<file path="src/hw/rtl/bpe_pkg.sv">
// Shared types, constants and codes for the BMP pixel expander.
// No dependencies; every other file in hw/rtl but bpe_ram imports this package.
package bpe_pkg;

  // Image limits and palette size
  localparam int MaxWidth     = 4096;
  localparam int MaxHeight    = 4096;
  localparam int PaletteDepth = 256;

  localparam int PalAddrW = (PaletteDepth > 1) ? $clog2(PaletteDepth) : 1;
  localparam int ColW     = $clog2(MaxWidth + 1);
  localparam int RowW     = $clog2(MaxHeight + 1);
  localparam int RowDiffW = (MaxHeight > 1) ? $clog2(MaxHeight) : 1;
  // longest padded row is 24 bpp at full width, rounded up to 4 bytes
  localparam int RbcW     = $clog2(3 * MaxWidth + 4);

  // Fixed field widths
  localparam int CfgIdxW  = 2;
  localparam int CfgDataW = 13;
  localparam int ByteW    = 8;
  localparam int RgbW     = 24;
  localparam int AddrW    = 24;

  // Job queue between front and back
  localparam int QDepth = 4;
  localparam int QPtrW  = $clog2(QDepth);

  // Input command codes
  localparam logic CMD_PAL_WR = 1'b0;
  localparam logic CMD_DATA   = 1'b1;

  // Configuration register indexes
  localparam logic [CfgIdxW-1:0] CFG_PIXEL_MODE   = 2'd0;
  localparam logic [CfgIdxW-1:0] CFG_IMAGE_WIDTH  = 2'd1;
  localparam logic [CfgIdxW-1:0] CFG_IMAGE_HEIGHT = 2'd2;

  typedef enum logic [1:0] {
    MODE_1BPP  = 2'd0,
    MODE_4BPP  = 2'd1,
    MODE_8BPP  = 2'd2,
    MODE_24BPP = 2'd3
  } mode_e;

  // 24 bpp byte order within one pixel
  typedef enum logic [1:0] {
    PH_B = 2'd0,
    PH_G = 2'd1,
    PH_R = 2'd2
  } phase_e;

  typedef enum logic [1:0] {
    JOB_PAL_WR  = 2'd0,
    JOB_PIX_IDX = 2'd1,
    JOB_PIX_RGB = 2'd2
  } job_kind_e;

  typedef struct packed {
    mode_e            mode;
    logic [ColW-1:0]  width;
    logic [RowW-1:0]  height;
  } cfg_t;

  // One queued unit of work. data: palette color, direct RGB, or the
  // source byte in [7:0]. last_k is the pixel count minus one.
  typedef struct packed {
    job_kind_e         kind;
    mode_e             mode;
    logic [2:0]        last_k;
    logic [RgbW-1:0]   data;
    logic [ByteW-1:0]  index;
    logic [AddrW-1:0]  addr;
    logic              frame_end;
  } job_t;

  typedef struct packed {
    logic full;
    logic empty;
  } q_status_t;

  typedef struct packed {
    logic [RgbW-1:0]  rgb;
    logic [AddrW-1:0] addr;
    logic             last;
    logic             frame_end;
  } pix_t;

endpackage

</file>
<file path="src/hw/rtl/bpe_queue.sv">
// Short job queue between the front (classify) and back (emit) parts.
// Depends on bpe_pkg.
module bpe_queue (
  input  logic               clk_i,
  input  logic               rst_ni,
  input  logic               push_i,
  input  bpe_pkg::job_t      job_i,
  input  logic               pop_i,
  output bpe_pkg::job_t      job_o,
  output bpe_pkg::q_status_t status_o
);
  import bpe_pkg::*;

  job_t             mem_q [QDepth];
  logic [QPtrW-1:0] wp_q, wp_d;
  logic [QPtrW-1:0] rp_q, rp_d;
  logic [QPtrW:0]   cnt_q, cnt_d;

  always_comb begin
    wp_d  = push_i ? QPtrW'(wp_q + 1'b1) : wp_q;
    rp_d  = pop_i ? QPtrW'(rp_q + 1'b1) : rp_q;
    cnt_d = cnt_q + (QPtrW+1)'(push_i) - (QPtrW+1)'(pop_i);
  end

  always_ff @(posedge clk_i or negedge rst_ni) begin
    if (!rst_ni) begin
      wp_q  <= '0;
      rp_q  <= '0;
      cnt_q <= '0;
    end else begin
      wp_q  <= wp_d;
      rp_q  <= rp_d;
      cnt_q <= cnt_d;
    end
  end

  always_ff @(posedge clk_i) begin
    if (push_i) begin
      mem_q[wp_q] <= job_i;
    end
  end

  assign job_o          = mem_q[rp_q];
  assign status_o.full  = (cnt_q == (QPtrW+1)'(QDepth));
  assign status_o.empty = (cnt_q == '0);

endmodule

</file>
<file path="config.mk">
export PLATFORM = sky130hd
export DESIGN_NAME = bpe_queue
export DESIGN_NICKNAME = d
export VERILOG_FILES = /design/src/hw/rtl/bpe_pkg.sv /design/src/hw/rtl/bpe_queue.sv
export SDC_FILE = /design/constraint.sdc
export NUM_CORES = 1
export LEC_CHECK = 0
export ABC_AREA = 1
export BUFFER_PORTS_ARGS = -buffer_cell sky130_fd_sc_hd__buf_2
export CORE_ASPECT_RATIO = 0.7
export CORE_MARGIN = 1
export CORE_UTILIZATION = 40
export DETAILED_ROUTE_END_ITERATION = 8
export PLACE_DENSITY = 0.62
export SETUP_SLACK_MARGIN = 0.15
export SLEW_MARGIN = 15
export SYNTH_ARGS = -nofsm -noshare
export SYNTH_HDL_FRONTEND = slang
export SYNTH_SLANG_ARGS = --single-unit
</file>
<file path="constraint.sdc">
create_clock -name clk_i -period 2.14 [get_ports clk_i]
set_input_delay 0.214 -clock clk_i [delete_from_list [all_inputs] [get_ports clk_i]]
set_output_delay 0.214 -clock clk_i [all_outputs]
set_load 0.1 [all_outputs]
</file>
# --- Word level (Yosys, flattened, before mapping) ---
# Memories as Yosys holds them, arrays and structs flattened.
# Cells that the tools add are included.
totals:
  register_bits: 7
  ram_bits: 256
  in_bits: 68
  output_inout_bits: 66
  wordCells: 12
  memories: 1
op_classes:
  addsub: 4
  n_eq_ne: 1
  mux: 2
  reduce_logical: 1
memory_table:
  columns: ["memory", "words", "width", "rd", "rd_ports_with_merged_regs", "write_ports", "line", "source"]
  rows:
  - ["mem_q", 4, 64, 1, 0, 1, "bpe_queue.sv:14", "job_t mem_q [QDepth];"]
ops:
  columns: ["operator", "count"]
  rows:
  - ["adder 2 x 1 -> 2 bit, second input constant", 2]
  - ["adder 3 x 1 -> 3 bit", 1]
  - ["== test 3 bit, second input constant", 1]
  - ["zero test 3 bit", 1]
  - ["subtractor 3 x 1 -> 3 bit", 1]
  - ["two-way mux 1 bit", 2]

# --- Depth between registers and ports, before layout ---
logic_depth:
  depth_word: 2
  ltp_mapped: 8
  mapped_depth_nobuf: 8

# --- Least setup slack after synthesis ---
# No wires, ideal clock.
synth_timing:
  path_type: "reg2out"
  from: "register cnt_q[1]"
  to: "output status_o[0] (netlist bit)"
  arrival_time_ns: 2.449
  t_required_ns: 1.926
  setup_slack_ns: -0.523
  path_stages_with_launch: 2
  path_buffers: 0
  cell_sequence: "dfrtp_1 nor3_1"
synth_rtl:
  columns: ["element", "line", "source"]
  rows:
  - ["start: declaration", "bpe_queue.sv:17", "logic [QPtrW:0] cnt_q, cnt_d;"]
  - ["start signal: assignment", "bpe_queue.sv:33", "cnt_q <= cnt_d;"]
  - ["end: declaration", "bpe_queue.sv:10", "output bpe_pkg::q_status_t status_o"]

==> flow_results.org <==
** Layout
- Share of cells above drive strength 1 :: 0.282
- 0 antenna diodes ended up in the layout.
- For this run, the post-layout net count is roughly 1.3k.
- The finished layout holds 1649 standard cells, fillers aside.
- Summed area of non-filler cells in the final layout :: between 15000 and 20000 um^2
- Compared with the post-synthesis result, the final layout area differs by 40.4%.

** Route
- Residual DRC :: 0
- Post-Route WL :: about 26 mm
- Final antenna-violating net count :: 0
- 1st-pass router iterations :: 7
- After detailed routing, the number of vias per cell comes to 4.58.
- Across all layers, the routed design uses around 7.5k vias.
- After detailed routing, the average wire length per cell comes to roughly 16 um.
- Initial DRC count :: approximately 400

** Min path
- Kind of path behind the tightest hold check :: in2async

** Clock network
- H-tree levels :: 1
- Insertion delay of the later-clocked pin in the worst-skew pair :: approximately 0.53 ns
- Clock Root Buffer :: sky130_fd_sc_hd__clkbuf_16
- TritonCTS clock tree :: done
- TritonCTS created 26 clock buffers.
- Post-CTS clock slew at the launch and capture registers of the worst setup and hold paths :: about 0.06 ns
- Max Root-Sink Buffers :: 3
- CTS saw roughly 260 sinks.

** Floorplan
- Number of standard-cell rows in the floorplan :: 50
- The floorplan step defined a die boundary enclosing about 29000 um^2.
- approximately 130 I/O pins were placed.
- Core footprint :: about 27000 um^2
- Initial Util :: 0.413
- From left edge to right edge, the die measures about 200 um.
- From bottom edge to top edge, the die measures 142 um.

** STA
- Final-layout setup total negative slack :: 0 ns
- At the pin with the least slew margin, the transition time is 0.490 ns.
- The number of pins exceeding their max-slew limit in the final report was 0.
- Final worst hold slack :: between 0.08 and 0.09 ns
- Setup repair after global routing missed its margin :: yes
- Setup-failing EPs final :: 0
- Max-slew headroom :: 0.676
- Derived from the worst setup path, the maximum achievable clock frequency is around 0.47 GHz.
- In the finished design, the share of the clock period the worst path needs comes to 0.999.
- Final Hold Fails :: 0
- Min cycle time layout :: between 2 and 2.5 ns
- Worst setup skew after layout :: about 0.012 ns

** Synth
- Post-synthesis sequential area ratio :: 0.701
- The mapped netlist covers 11200 um^2.
- Post-synthesis share of cell area spent on and, or, nand and nor gates :: 0.169
- A synthesized cell averages between 10 and 15 um^2.
- Synthesis produced 1050 cells.
- Number of library cell types mapped by synthesis :: 16
- Largest family of logic cells by synthesized area :: simple AND/OR/NAND/NOR gates
- Share of cell area taken by muxes after synthesis :: 0
- Synthesized net count :: 1125
- The complex-gate fraction of the synthesized area came to 0.000446.
- Adder-cell area share of the yosys netlist :: 0.00848
- Post-synthesis register bit count :: ~260
- Synthesized-area fraction occupied by xor and xnor cells :: 0.00234
- Count of yosys warnings during synthesis :: 0

** Worst setup path
- Slowest library cell on the worst path :: sky130_fd_sc_hd__dfrtp_4
- Largest delay share family, worst path :: flip-flops
- Top fanout value on the critical path :: 12
- Critical path capture point type :: output port
- On the worst path, the slowest cell contributes a delay of around 0.57 ns.
- Data required time of the critical path :: roughly 1.9 ns
- Cells along the critical path :: buf_12, clkbuf_16, nand2_1, nand3_1, nand2_2, buf_12
- Counting both buffers and inverters, the worst setup path holds a total of 3.
- Data arrival time of the critical path :: around 1.9 ns
- The worst setup path is launched from a flop.
- The critical path in this run is classified as reg2out.
- Cell type with the highest occurrence count on the critical path :: sky130_fd_sc_hd__buf_12

** Placed design
- Number of I/O port buffers :: around 130
- Placement Cell Area :: 13300 um^2
- Routability congestion estimate :: 0.763
- # placed instances :: ~1.5k
- Detailed placement ended at an HPWL of between 10 and 15 mm.

** Global route
- First-pass GRT wire length :: 40.3 mm
- Maximum number of pins on one net before global-route repair :: 48
- Total global routing overflow :: 0
- Global-route usage over all layers :: 0.180
- The via count of the first global-routing pass came to between 7k and 8k.
- Antenna violations before repair :: 0

** Job
- MaxCap Viol Count :: 0

** Run status
- Status :: finished clean
## cells in the mapped netlist
library cell | instances | share of area
sky130_fd_sc_hd__nor3_1 | 1 | 0.00045
sky130_fd_sc_hd__inv_1 | 269 | 0.090
sky130_fd_sc_hd__nand3_1 | 129 | 0.058
sky130_fd_sc_hd__clkbuf_1 | 4 | 0.0013
sky130_fd_sc_hd__edfxtp_1 | 256 | 0.69
sky130_fd_sc_hd__nand2_1 | 331 | 0.11
sky130_fd_sc_hd__buf_2 | 23 | 0.010
sky130_fd_sc_hd__nor2_1 | 1 | 0.00033
sky130_fd_sc_hd__fa_1 | 1 | 0.0018
sky130_fd_sc_hd__buf_6 | 14 | 0.014
sky130_fd_sc_hd__xor2_1 | 3 | 0.0023
sky130_fd_sc_hd__ha_1 | 6 | 0.0067
sky130_fd_sc_hd__buf_4 | 3 | 0.0020
sky130_fd_sc_hd__o21ai_0 | 1 | 0.00045
sky130_fd_sc_hd__inv_2 | 1 | 0.00033
sky130_fd_sc_hd__dfrtp_1 | 7 | 0.016
## placed cells by master (no fill, tap or decap), types with 6 or more instances in the layout
cell type,n
sky130_fd_sc_hd__nand3_2,40
sky130_fd_sc_hd__edfxtp_1,256
sky130_fd_sc_hd__buf_12,72
sky130_fd_sc_hd__buf_16,7
sky130_fd_sc_hd__clkbuf_1,6
sky130_fd_sc_hd__buf_4,9
sky130_fd_sc_hd__nand3_1,89
sky130_fd_sc_hd__nand2_2,97
sky130_fd_sc_hd__buf_2,69
sky130_fd_sc_hd__nand2_1,219
sky130_fd_sc_hd__inv_1,264
sky130_fd_sc_hd__dlygate4sd3_1,67
sky130_fd_sc_hd__ha_1,6
sky130_fd_sc_hd__nand2_4,15
sky130_fd_sc_hd__clkbuf_16,31
## path summary, 6_finish.rpt
check / to / start / slack (ns) / depth (start not counted)
max: job_o[63] / rp_q[0]$_DFFE_PN0P_ / 0.003 / 6
min: rp_q[0]$_DFFE_PN0P_ / rst_ni / 0.08 / 2
max reg2reg: cnt_q[2]$_DFF_PN0_ / cnt_q[0]$_DFF_PN0_ / 0.50 / 8
min reg2reg: wp_q[0]$_DFFE_PN0P_ / wp_q[0]$_DFFE_PN0P_ / 0.52 / 1
max in group asynchronous: rp_q[0]$_DFFE_PN0P_ / rst_ni / 1.87 / 2
min in group clk_i: mem_q[2][10]$_DFFE_PP_ / job_i[10] / 0.45 / 2
## registers in the layout (all words and copies together) (netlist names)
signal and cells:
cnt_q 3, mem_q 256, rp_q 2, wp_q 2
## logic make-up after synthesis
group | after synthesis
xor gates and xnor gates | 3
DFF | 263
buffers and inverters | 314
adders and majority gates | 7
AOI/OAI and AO/OA | 1
and+or+nand+nor | 462
## final cells by class
cell class	instances	area, um^2
fillers	2190	11400
flip-flops and latches	263	7870
repair buffers	232	2890
multi-input cells	473	2590
inverters	270	1040
clock buffers	33	698
well taps	364	455
clock inverters	13	186
repair inverters	1	8.76
## timing repair
item / 4_1_cts / 5_1_grt
setup buffers: 4 / 1
endpoints found under the setup margin: 64 / 64
pin swaps: 10 / 13
endpoints found under the hold margin: 266 / 0
gates cloned: 5 / 4
hold buffers: 67 / 0
gates resized for setup: 142 / 39
## metal layers
| layer | track usage | wire, um |
|---|---|---|
| met4 | 0.0371 | 461 |
| met2 | 0.297 | 12400 |
| met5 | 0 | 0 |
| met3 | 0.0309 | 1200 |
| met1 | 0.251 | 12200 |
## metrics by stage
step	setup WS (ns)	utilization
floorplan	0.0995	-
global placement	0.450	0.490
detailed placement	0.416	0.490
CTS	-0.00141	0.570
global route	-0.0637	0.580
finish	0.00285	0.580
## worst reg2reg max path, cell delays in order, from the launching register on
cell                      delay [ns]
sky130_fd_sc_hd__dfrtp_1        0.40
sky130_fd_sc_hd__inv_1          0.07
sky130_fd_sc_hd__ha_1           0.29
sky130_fd_sc_hd__inv_1          0.05
sky130_fd_sc_hd__ha_1           0.18
sky130_fd_sc_hd__fa_1           0.39
sky130_fd_sc_hd__inv_1          0.07
sky130_fd_sc_hd__nand3_1        0.07
sky130_fd_sc_hd__nand2_1        0.07
Power is left out: the tool's default activity adds up to more than one toggle a clock period on the data nets, which glitch-free logic cannot reach.
