==> src/hw/rtl/bpe_pkg.sv <==
// Shared types, constants and codes for the BMP pixel expander.
// No dependencies; every other file in hw/rtl but bpe_ram imports this package.
package bpe_pkg;

  // Image limits and palette size
  localparam int MaxWidth     = 4096;
  localparam int MaxHeight    = 4096;
  localparam int PaletteDepth = 256;

  localparam int PalAddrW = (PaletteDepth > 1) ? $clog2(PaletteDepth) : 1;
  localparam int ColW     = $clog2(MaxWidth + 1);
  localparam int RowW     = $clog2(MaxHeight + 1);
  localparam int RowDiffW = (MaxHeight > 1) ? $clog2(MaxHeight) : 1;
  // longest padded row is 24 bpp at full width, rounded up to 4 bytes
  localparam int RbcW     = $clog2(3 * MaxWidth + 4);

  // Fixed field widths
  localparam int CfgIdxW  = 2;
  localparam int CfgDataW = 13;
  localparam int ByteW    = 8;
  localparam int RgbW     = 24;
  localparam int AddrW    = 24;

  // Job queue between front and back
  localparam int QDepth = 4;
  localparam int QPtrW  = $clog2(QDepth);

  // Input command codes
  localparam logic CMD_PAL_WR = 1'b0;
  localparam logic CMD_DATA   = 1'b1;

  // Configuration register indexes
  localparam logic [CfgIdxW-1:0] CFG_PIXEL_MODE   = 2'd0;
  localparam logic [CfgIdxW-1:0] CFG_IMAGE_WIDTH  = 2'd1;
  localparam logic [CfgIdxW-1:0] CFG_IMAGE_HEIGHT = 2'd2;

  typedef enum logic [1:0] {
    MODE_1BPP  = 2'd0,
    MODE_4BPP  = 2'd1,
    MODE_8BPP  = 2'd2,
    MODE_24BPP = 2'd3
  } mode_e;

  // 24 bpp byte order within one pixel
  typedef enum logic [1:0] {
    PH_B = 2'd0,
    PH_G = 2'd1,
    PH_R = 2'd2
  } phase_e;

  typedef enum logic [1:0] {
    JOB_PAL_WR  = 2'd0,
    JOB_PIX_IDX = 2'd1,
    JOB_PIX_RGB = 2'd2
  } job_kind_e;

  typedef struct packed {
    mode_e            mode;
    logic [ColW-1:0]  width;
    logic [RowW-1:0]  height;
  } cfg_t;

  // One queued unit of work. data: palette color, direct RGB, or the
  // source byte in [7:0]. last_k is the pixel count minus one.
  typedef struct packed {
    job_kind_e         kind;
    mode_e             mode;
    logic [2:0]        last_k;
    logic [RgbW-1:0]   data;
    logic [ByteW-1:0]  index;
    logic [AddrW-1:0]  addr;
    logic              frame_end;
  } job_t;

  typedef struct packed {
    logic full;
    logic empty;
  } q_status_t;

  typedef struct packed {
    logic [RgbW-1:0]  rgb;
    logic [AddrW-1:0] addr;
    logic             last;
    logic             frame_end;
  } pix_t;

endpackage

==> src/hw/rtl/bpe_front.sv <==
// Front part: accepts items, tracks row/column/byte counters, classifies
// each byte and builds jobs (with frame buffer address) for the queue.
// Depends on bpe_pkg.
module bpe_front (
  input  logic                      clk_i,
  input  logic                      rst_ni,
  input  bpe_pkg::cfg_t             cfg_i,
  input  logic                      in_valid_i,
  output logic                      in_stall_o,
  input  logic                      cmd_i,
  input  logic [bpe_pkg::ByteW-1:0] data_byte_i,
  input  logic [bpe_pkg::ByteW-1:0] entry_index_i,
  input  logic [bpe_pkg::ByteW-1:0] entry_red_i,
  input  logic [bpe_pkg::ByteW-1:0] entry_green_i,
  input  logic [bpe_pkg::ByteW-1:0] entry_blue_i,
  input  bpe_pkg::q_status_t        q_status_i,
  output logic                      q_push_o,
  output bpe_pkg::job_t             q_job_o
);
  import bpe_pkg::*;

  // counter state
  logic [ColW-1:0] column_q, column_d;
  logic [RowW-1:0] row_q, row_d;
  logic [RbcW-1:0] rbc_q, rbc_d;
  logic [15:0]     partial_q, partial_d;
  phase_e          phase_q, phase_d;

  // address stage
  logic                b_valid_q, b_valid_d;
  job_t                b_job_q, b_job_d;
  logic [RowDiffW-1:0] b_rowdiff_q, b_rowdiff_d;
  logic [ColW-1:0]     b_width_q, b_width_d;
  logic [ColW-1:0]     b_col_q, b_col_d;

  logic                accept;
  logic [RbcW-1:0]     data_bytes, padded, rbc_inc;
  logic                active, row_end;
  logic                col_lt_w, col1_lt_w, row_lt_h;
  logic [ColW:0]       remaining, col_sum, fe_sum;
  logic [3:0]          n_one, adv, n_emit;
  logic [RowW:0]       row_inc;
  logic                idx_ok, a_job_valid;
  job_t                a_job;
  logic [RowDiffW+ColW-1:0] prod;

  assign accept     = in_valid_i && !in_stall_o;
  assign in_stall_o = b_valid_q && q_status_i.full;

  // row geometry
  always_comb begin
    unique case (cfg_i.mode)
      MODE_1BPP:  data_bytes = RbcW'((RbcW'(cfg_i.width) + RbcW'(7)) >> 3);
      MODE_4BPP:  data_bytes = RbcW'((RbcW'(cfg_i.width) + RbcW'(1)) >> 1);
      MODE_8BPP:  data_bytes = RbcW'(cfg_i.width);
      MODE_24BPP: data_bytes = RbcW'((RbcW'(cfg_i.width) << 1) + RbcW'(cfg_i.width));
      default:    data_bytes = RbcW'(cfg_i.width);
    endcase
    padded  = (data_bytes + RbcW'(3)) & ~RbcW'(3);
    rbc_inc = rbc_q + RbcW'(1);
    active  = rbc_q < data_bytes;
    row_end = rbc_inc >= padded;
  end

  // pixels that this byte places
  always_comb begin
    col_lt_w  = column_q < cfg_i.width;
    col1_lt_w = ((ColW+1)'(column_q) + (ColW+1)'(1)) < (ColW+1)'(cfg_i.width);
    row_lt_h  = row_q < cfg_i.height;
    remaining = (ColW+1)'(cfg_i.width) - (ColW+1)'(column_q);
    if (!col_lt_w) begin
      n_one = 4'd0;
    end else if (remaining > (ColW+1)'(8)) begin
      n_one = 4'd8;
    end else begin
      n_one = remaining[3:0];
    end

    adv    = 4'd0;
    n_emit = 4'd0;
    if (active) begin
      unique case (cfg_i.mode)
        MODE_1BPP: begin
          adv    = n_one;
          n_emit = n_one;
        end
        MODE_4BPP: begin
          adv    = 4'd1 + 4'(col1_lt_w);
          n_emit = 4'(col_lt_w) + 4'(col1_lt_w);
        end
        MODE_8BPP: begin
          adv    = 4'd1;
          n_emit = 4'(col_lt_w);
        end
        MODE_24BPP: begin
          adv    = (phase_q == PH_R) ? 4'd1 : 4'd0;
          n_emit = (phase_q == PH_R) ? 4'(col_lt_w) : 4'd0;
        end
        default: begin
          adv    = 4'd0;
          n_emit = 4'd0;
        end
      endcase
      if (!row_lt_h) begin
        n_emit = 4'd0;
      end
    end

    col_sum = (ColW+1)'(column_q) + (ColW+1)'(adv);
    fe_sum  = (ColW+1)'(column_q) + (ColW+1)'(n_emit);
  end

  // counter update
  always_comb begin
    column_d  = column_q;
    row_d     = row_q;
    rbc_d     = rbc_q;
    partial_d = partial_q;
    phase_d   = phase_q;
    row_inc   = (RowW+1)'(row_q) + (RowW+1)'(1);
    if (accept && cmd_i == CMD_DATA) begin
      // saturate: any column at or past the widest image emits nothing
      column_d = (col_sum > (ColW+1)'(MaxWidth)) ? ColW'(MaxWidth) : ColW'(col_sum);
      if (active && cfg_i.mode == MODE_24BPP) begin
        case (phase_q)
          PH_G: begin
            partial_d = {data_byte_i, partial_q[7:0]};
            phase_d   = PH_R;
          end
          PH_R: begin
            phase_d = PH_B;
          end
          default: begin
            partial_d = 16'(data_byte_i);
            phase_d   = PH_G;
          end
        endcase
      end
      rbc_d = rbc_inc;
      if (row_end) begin
        rbc_d     = '0;
        column_d  = '0;
        phase_d   = PH_B;
        partial_d = '0;
        row_d     = (row_inc >= (RowW+1)'(cfg_i.height)) ? '0 : RowW'(row_inc);
      end
    end
  end

  // job build
  always_comb begin
    idx_ok          = (32'(entry_index_i) < 32'(PaletteDepth));
    a_job           = '0;
    a_job.mode      = cfg_i.mode;
    a_job.last_k    = 3'(n_emit - 4'd1);
    a_job.index     = entry_index_i;
    a_job.frame_end = (row_q == cfg_i.height - RowW'(1)) &&
                      (fe_sum == (ColW+1)'(cfg_i.width));
    if (cmd_i == CMD_PAL_WR) begin
      a_job.kind  = JOB_PAL_WR;
      a_job.data  = {entry_red_i, entry_green_i, entry_blue_i};
      a_job_valid = idx_ok;
    end else begin
      a_job.kind  = (cfg_i.mode == MODE_24BPP) ? JOB_PIX_RGB : JOB_PIX_IDX;
      a_job.data  = (cfg_i.mode == MODE_24BPP) ? {data_byte_i, partial_q}
                                               : RgbW'(data_byte_i);
      a_job_valid = (n_emit != 4'd0);
    end
  end

  // address stage
  always_comb begin
    b_valid_d   = b_valid_q;
    b_job_d     = b_job_q;
    b_rowdiff_d = b_rowdiff_q;
    b_width_d   = b_width_q;
    b_col_d     = b_col_q;
    if (accept) begin
      b_valid_d   = a_job_valid;
      b_job_d     = a_job;
      b_rowdiff_d = RowDiffW'(cfg_i.height - RowW'(1) - row_q);
      b_width_d   = cfg_i.width;
      b_col_d     = column_q;
    end else if (q_push_o) begin
      b_valid_d = 1'b0;
    end
  end

  assign q_push_o = b_valid_q && !q_status_i.full;
  assign prod     = (RowDiffW+ColW)'(b_rowdiff_q) * (RowDiffW+ColW)'(b_width_q);

  always_comb begin
    q_job_o      = b_job_q;
    q_job_o.addr = AddrW'(AddrW'(prod) + AddrW'(b_col_q));
  end

  always_ff @(posedge clk_i or negedge rst_ni) begin
    if (!rst_ni) begin
      column_q  <= '0;
      row_q     <= '0;
      rbc_q     <= '0;
      partial_q <= '0;
      phase_q   <= PH_B;
      b_valid_q <= 1'b0;
    end else begin
      column_q  <= column_d;
      row_q     <= row_d;
      rbc_q     <= rbc_d;
      partial_q <= partial_d;
      phase_q   <= phase_d;
      b_valid_q <= b_valid_d;
    end
  end

  always_ff @(posedge clk_i) begin
    b_job_q     <= b_job_d;
    b_rowdiff_q <= b_rowdiff_d;
    b_width_q   <= b_width_d;
    b_col_q     <= b_col_d;
  end

endmodule

==> config.mk <==
export PLATFORM = sky130hd
export DESIGN_NAME = bpe_front
export DESIGN_NICKNAME = d
export VERILOG_FILES = /design/src/hw/rtl/bpe_pkg.sv /design/src/hw/rtl/bpe_front.sv
export SDC_FILE = /design/constraint.sdc
export NUM_CORES = 1
export LEC_CHECK = 0
export BUFFER_PORTS_ARGS = -buffer_cell sky130_fd_sc_hd__buf_2
export CAP_MARGIN = 30
export CORE_MARGIN = 2
export CORE_UTILIZATION = 60
export CTS_BUF_LIST = sky130_fd_sc_hd__clkbuf_4 sky130_fd_sc_hd__clkbuf_8
export DETAILED_ROUTE_END_ITERATION = 6
export HOLD_SLACK_MARGIN = 0.12
export PLACE_DENSITY = 0.81
export SETUP_SLACK_MARGIN = 0.1
export SYNTH_ARGS = -nofsm -noshare
export SYNTH_HDL_FRONTEND = slang
export SYNTH_SLANG_ARGS = --single-unit
==> constraint.sdc <==
create_clock -name clk_i -period 8.5 [get_ports clk_i]
set_clock_uncertainty 0.15 [all_clocks]
set_input_delay 1.275 -clock clk_i [delete_from_list [all_inputs] [get_ports clk_i]]
set_output_delay 1.275 -clock clk_i [all_outputs]
set_load 0.1 [all_outputs]
-- Yosys cells after proc, flatten, opt, wreduce, memory -nomap -nowiden
Index checks and enable logic that the tools add are counted.
- bits in registers: 137
- input bits: 74
- word-level logic and storage cells: 92
- output and inout port bits: 66
- muxes and demuxes: 26
- add/sub/neg operators: 16
- multiply operators: 1
- order comparisons: 8
- reductions and logical operators: 16
- equality and inequality tests: 9
- operators with widths (kind ; count):
    $pmux 14 s4 ; 1
    $mux 24 ; 2
    $add 13x1->14 const B ; 3
    $mux 13 ; 3
    $mux 16 ; 2
    $pmux 16 s2 ; 1
    $pmux 4 s4 ; 2
    $add 13x4->14 ; 2
    $lt 13x13->1 ; 2
    $add 24x13->24 ; 1
    $mul 12x13->24 ; 1
    $mux 4 ; 5
    $add 13x3->14 const B ; 1
    $add 14x1->14 const B ; 1
    $add 14x13->14 ; 1
    $add 14x2->14 const B ; 1
    $eq 14x13->1 ; 1
    $ge 14x13->1 ; 1
    $ge 14x14->1 ; 1
    $gt 14x13->1 const B ; 1
    $gt 14x4->1 const B ; 1
    $lt 14x13->1 ; 1
    $lt 14x14->1 ; 1
    $mux 14 ; 1
    other kinds (21) ; 39

-- Longest topological paths before layout
- depth after elaboration: 10
- depth in mapped cells: 30

-- Worst setup path before layout
Ideal clock, no wire load.
- path kind: register -> output
- start: reg b_rowdiff_q[2]
- end: out q_job_o[24] (netlist bit)
- cell stages (with the launch flop): 20
- required time: 7.075 ns
- path slack: 0.595 ns
- arrival time: 6.480 ns
- cells stage by stage: edfxtp_1 clkbuf_1 nand2_1 fa_1 inv_1 fa_1 inv_1 fa_1 inv_1 fa_1 fa_1 ha_1 or4_1 nor2_1 o21ai_1 a41oi_1 a21oi_1 a21boi_1 o31ai_1 xnor2_1
- RTL lines (item ; line ; RTL):
    from (decl) ; bpe_front.sv:32 ; logic [RowDiffW-1:0] b_rowdiff_q, b_rowdiff_d;
    from (signal assigned) ; bpe_front.sv:217 ; b_rowdiff_q <= b_rowdiff_d;
    to (decl) ; bpe_front.sv:18 ; output bpe_pkg::job_t q_job_o

==> parameters.txt <==
Parameter                              Value

Status
  Status ... finished clean

Floorplan
  Total I/O pin count ... 140
  Die span in x ... 168.2 um
  Vertical die dimension ... 168.2 um
  Initial standard-cell utilization of the core ... 60.56%
  Placeable core region ... 26,730 um^2
  Row count ... 60
  Total die area ... 28,300 um^2

Detailed routing
  Post-detailed-route wirelength per cell ... 17.60 um
  Number of vias in the routed layout ... 13,610
  Via/cell ratio ... 5.926
  DR iter-0 viols ... 845
  Routed wire length ... 40,420 um
  # DRC ... 0
  DR pass1 iterations ... 5
  Routed Antenna Nets ... 0

Place
  Placer Congestion ... 0.9513
  Detailed-placement wirelength estimate ... 31,580 um
  Worst-case setup slack after placement ... 97.14 ps
  Input/output buffers ... 138

Setup path
  Startpoint of the lowest-slack register-to-register path ... column_q[0]
  CP Capture Type ... flop
  Worst setup path category ... input port to flop
  Reg-to-reg endpoint ... q_job_o[0]
  Data arrival, critical path ... 7870 ps
  Worst Reg2Reg Path Length in Cells ... 23
  Cell with the largest stage delay on the worst path ... a2111oi_0
  Max stage delay on crit path ... 460 ps
  CP required ... 8540 ps
  Flop2flop setup slack ... 1940 ps
  Largest fanout on the critical path ... 11
  Startpoint type of the worst setup path ... input port

Final layout
  Final core occ ... 65.90%
  Final layout net count ... 2,332
  Fraction of final layout cells sized beyond drive strength 1 ... 10.74%
  Synthesis-to-layout area growth ... 8.828%
  Count of inserted antenna diode cells ... 0
  Number of filler cells placed in the layout ... 2,144
  FF+latch area ... 3819 um^2
  Multi-input gate area in the final layout ... 11,200 um^2

STA
  Fin worst setup slack ... 677.5 ps
  Post-route fraction of the period consumed by the critical path ... 92.03%
  RSZ-0062 raised after global routing ... no
  Hold Fails Final Rpt ... 0
  Tightest slew margin relative to the limit ... 36.39%
  Final slew viol count ... 0
  Worst hold margin ... 337.5 ps
  Endpoints failing setup ... 0
  Setup TNS ... 0 ps
  Tightest Pin Transition ... 946.9 ps
  Shortest clock period the worst path allows after layout ... 7823 ps
  Achievable Freq ... 0.1278 GHz

Clock network
  Clock edge transition at the registers on the reported setup and hold paths ... 80 ps
  Clock latency of the later-clocked register in the worst-skew pair ... 460 ps
  CTS H-tree lvls ... 4
  Root cell of the clock tree ... clkbuf_8
  Cts-stage hold buffer count ... 0
  Post-CTS repair timing setup buffer count ... 0
  Total clock buffers created by CTS ... 17
  Clock tree from TritonCTS ... done
  Post-cts repair resize count ... 0
  Deepest clock path buffer count ... 2
  Clk sinks ... 137

Synthesis
  Number of enable-type register cells in the synthesized netlist ... 78
  Mean cell area of the mapped netlist ... 8.805 um^2
  Top FF cell, synth ... edfxtp_1
  Synthesized netlist cell count ... 1,838
  Synth area leader ... fa_1
  Fraction of synthesized cell area taken by the top area cell type ... 15.59%
  Register area share after synthesis ... 23.59%
  Count of different cell masters after synthesis ... 79
  Synthesis Warnings ... 0
  Net count of the mapped netlist ... 2,227
  Fraction of synthesis flops using an asynchronous set or reset pin ... 43.07%
  Cell types occupying the most area after synthesis ... fa_1 16%, ha_1 15%, edfxtp_1 14%
  Cell area after technology mapping ... 16,180 um^2
  Number of register bits inferred by synthesis ... 137

GRT
  Via count of the first global-routing pass ... 13,760
  Met2 track demand over resource in global routing ... 50.53%
  Global-route wire length before repair ... 66,580 um
  Number of antenna violations at the first check in global routing ... 0
  Global-route met3 utilization ... 2.891%
  Total global routing overflow ... 0
  Pin count of the biggest net entering global routing ... 75
  Met1 Use GR ... 37.33%
  Gr busiest metal ... met2
  Overall routing resource usage ... 28.89%

Min path
  Worst Hold Depth ... 2
  End of the worst hold path ... partial_q[15]
  Origin of the worst min-delay path ... partial_q[15]
  Class of the tightest hold or removal check ... flop to flop

Flow run
  Max-Cap Viols ... 0
cell type report:
| type | instances | area share (%) |
|---|---|---|
| Clock buffer | 18 | 1.371 |
| Clock inverter | 14 | 1.051 |
| Inverter | 244 | 5.200 |
| Multi-Input combinational cell | 1390 | 63.60 |
| Sequential cell | 137 | 21.68 |
| Tap cell | 341 | 2.422 |
| Timing Repair Buffer | 153 | 4.674 |
how the worst max path moves through the flow:
stage                               from          end  slack (ps)  cells after the start
after CTS                      cfg_i[13]   q_job_o[0]         630                     28
final                          cfg_i[13]   q_job_o[0]         680                     28
after detailed placement       cfg_i[13]   q_job_o[0]         100                     28
after floorplan           b_rowdiff_q[2]  q_job_o[24]         600                     19
after global routing           cfg_i[13]   q_job_o[0]         270                     30
after global placement         cfg_i[13]   q_job_o[0]         520                     28
logic make-up (layout without fill, tap and decap cells):
| kind of cell | after synthesis | after routing | share of synthesized area (%) |
|---|---|---|---|
| buffers and inverters | 311 | 429 | 7.306 |
| flip-flops | 137 | 137 | 23.59 |
| adder cells (fa/ha/maj) | 315 | 315 | 30.20 |
| XOR/XNOR | 138 | 138 | 7.468 |
| AO/OA/AOI/OAI | 358 | 358 | 14.04 |
| AND/OR/NAND/NOR | 573 | 573 | 16.94 |
| multiplexers | 6 | 6 | 0.4561 |
per-stage QoR:
stage          instances  cell area (um^2)
3_3_place_gp        2263             17140
5_1_grt             2297             17610
3_5_place_dp        2264             17150
6_report            2297             17610
4_1_cts             2296             17570
2_1_floorplan       1838             16180
Yosys cell counts (29+ instances only):
master and number:
nand3_1 49, a21oi_1 65, edfxtp_1 78, nor3_1 29, and2_1 58, nand2_1 244
ha_1 189, nor2_1 85, o21ai_0 105, xnor2_1 102, xor2_1 36, dfrtp_1 59
clkbuf_1 58, fa_1 126, inv_1 239
critical path: cells and delay by family:
kind | cells | cell delay [ps]
adders and majority gates | 5 | 1510
AOI/OAI and AO/OA | 13 | 3020
buffers and inverters | 3 | 380
and+or+nand+nor | 7 | 1690
state kept, by name, summed over array words and instances, names as in the netlist, 2 cells and up:
name / cells
b_rowdiff_q: 12
q_job_o: 40
row_q: 13
rbc_q: 14
b_width_q: 13
phase_q: 2
partial_q: 16
b_col_q: 13
column_q: 13
cells in the final DEF, fill, tap and decap left out, types with 29 or more instances in the layout:
cell,count
nand2_1,244
inv_1,239
dfrtp_1,59
a21oi_1,65
xor2_1,36
fa_1,126
xnor2_1,102
nor2_1,84
ha_1,189
edfxtp_1,78
o21ai_0,105
buf_2,138
and2_1,57
nor3_1,29
nand3_1,49
routing by layer:
layer | vias to the layer above | wire length [um]
li1 | 6424 | -
met1 | 6549 | 16500
met2 | 560 | 19950
met3 | 79 | 2815
met4 | 0 | 1158
met5 | - | 0
Power is left out: the tool's default activity adds up to more than one toggle a clock period on the data nets, which glitch-free logic cannot reach.
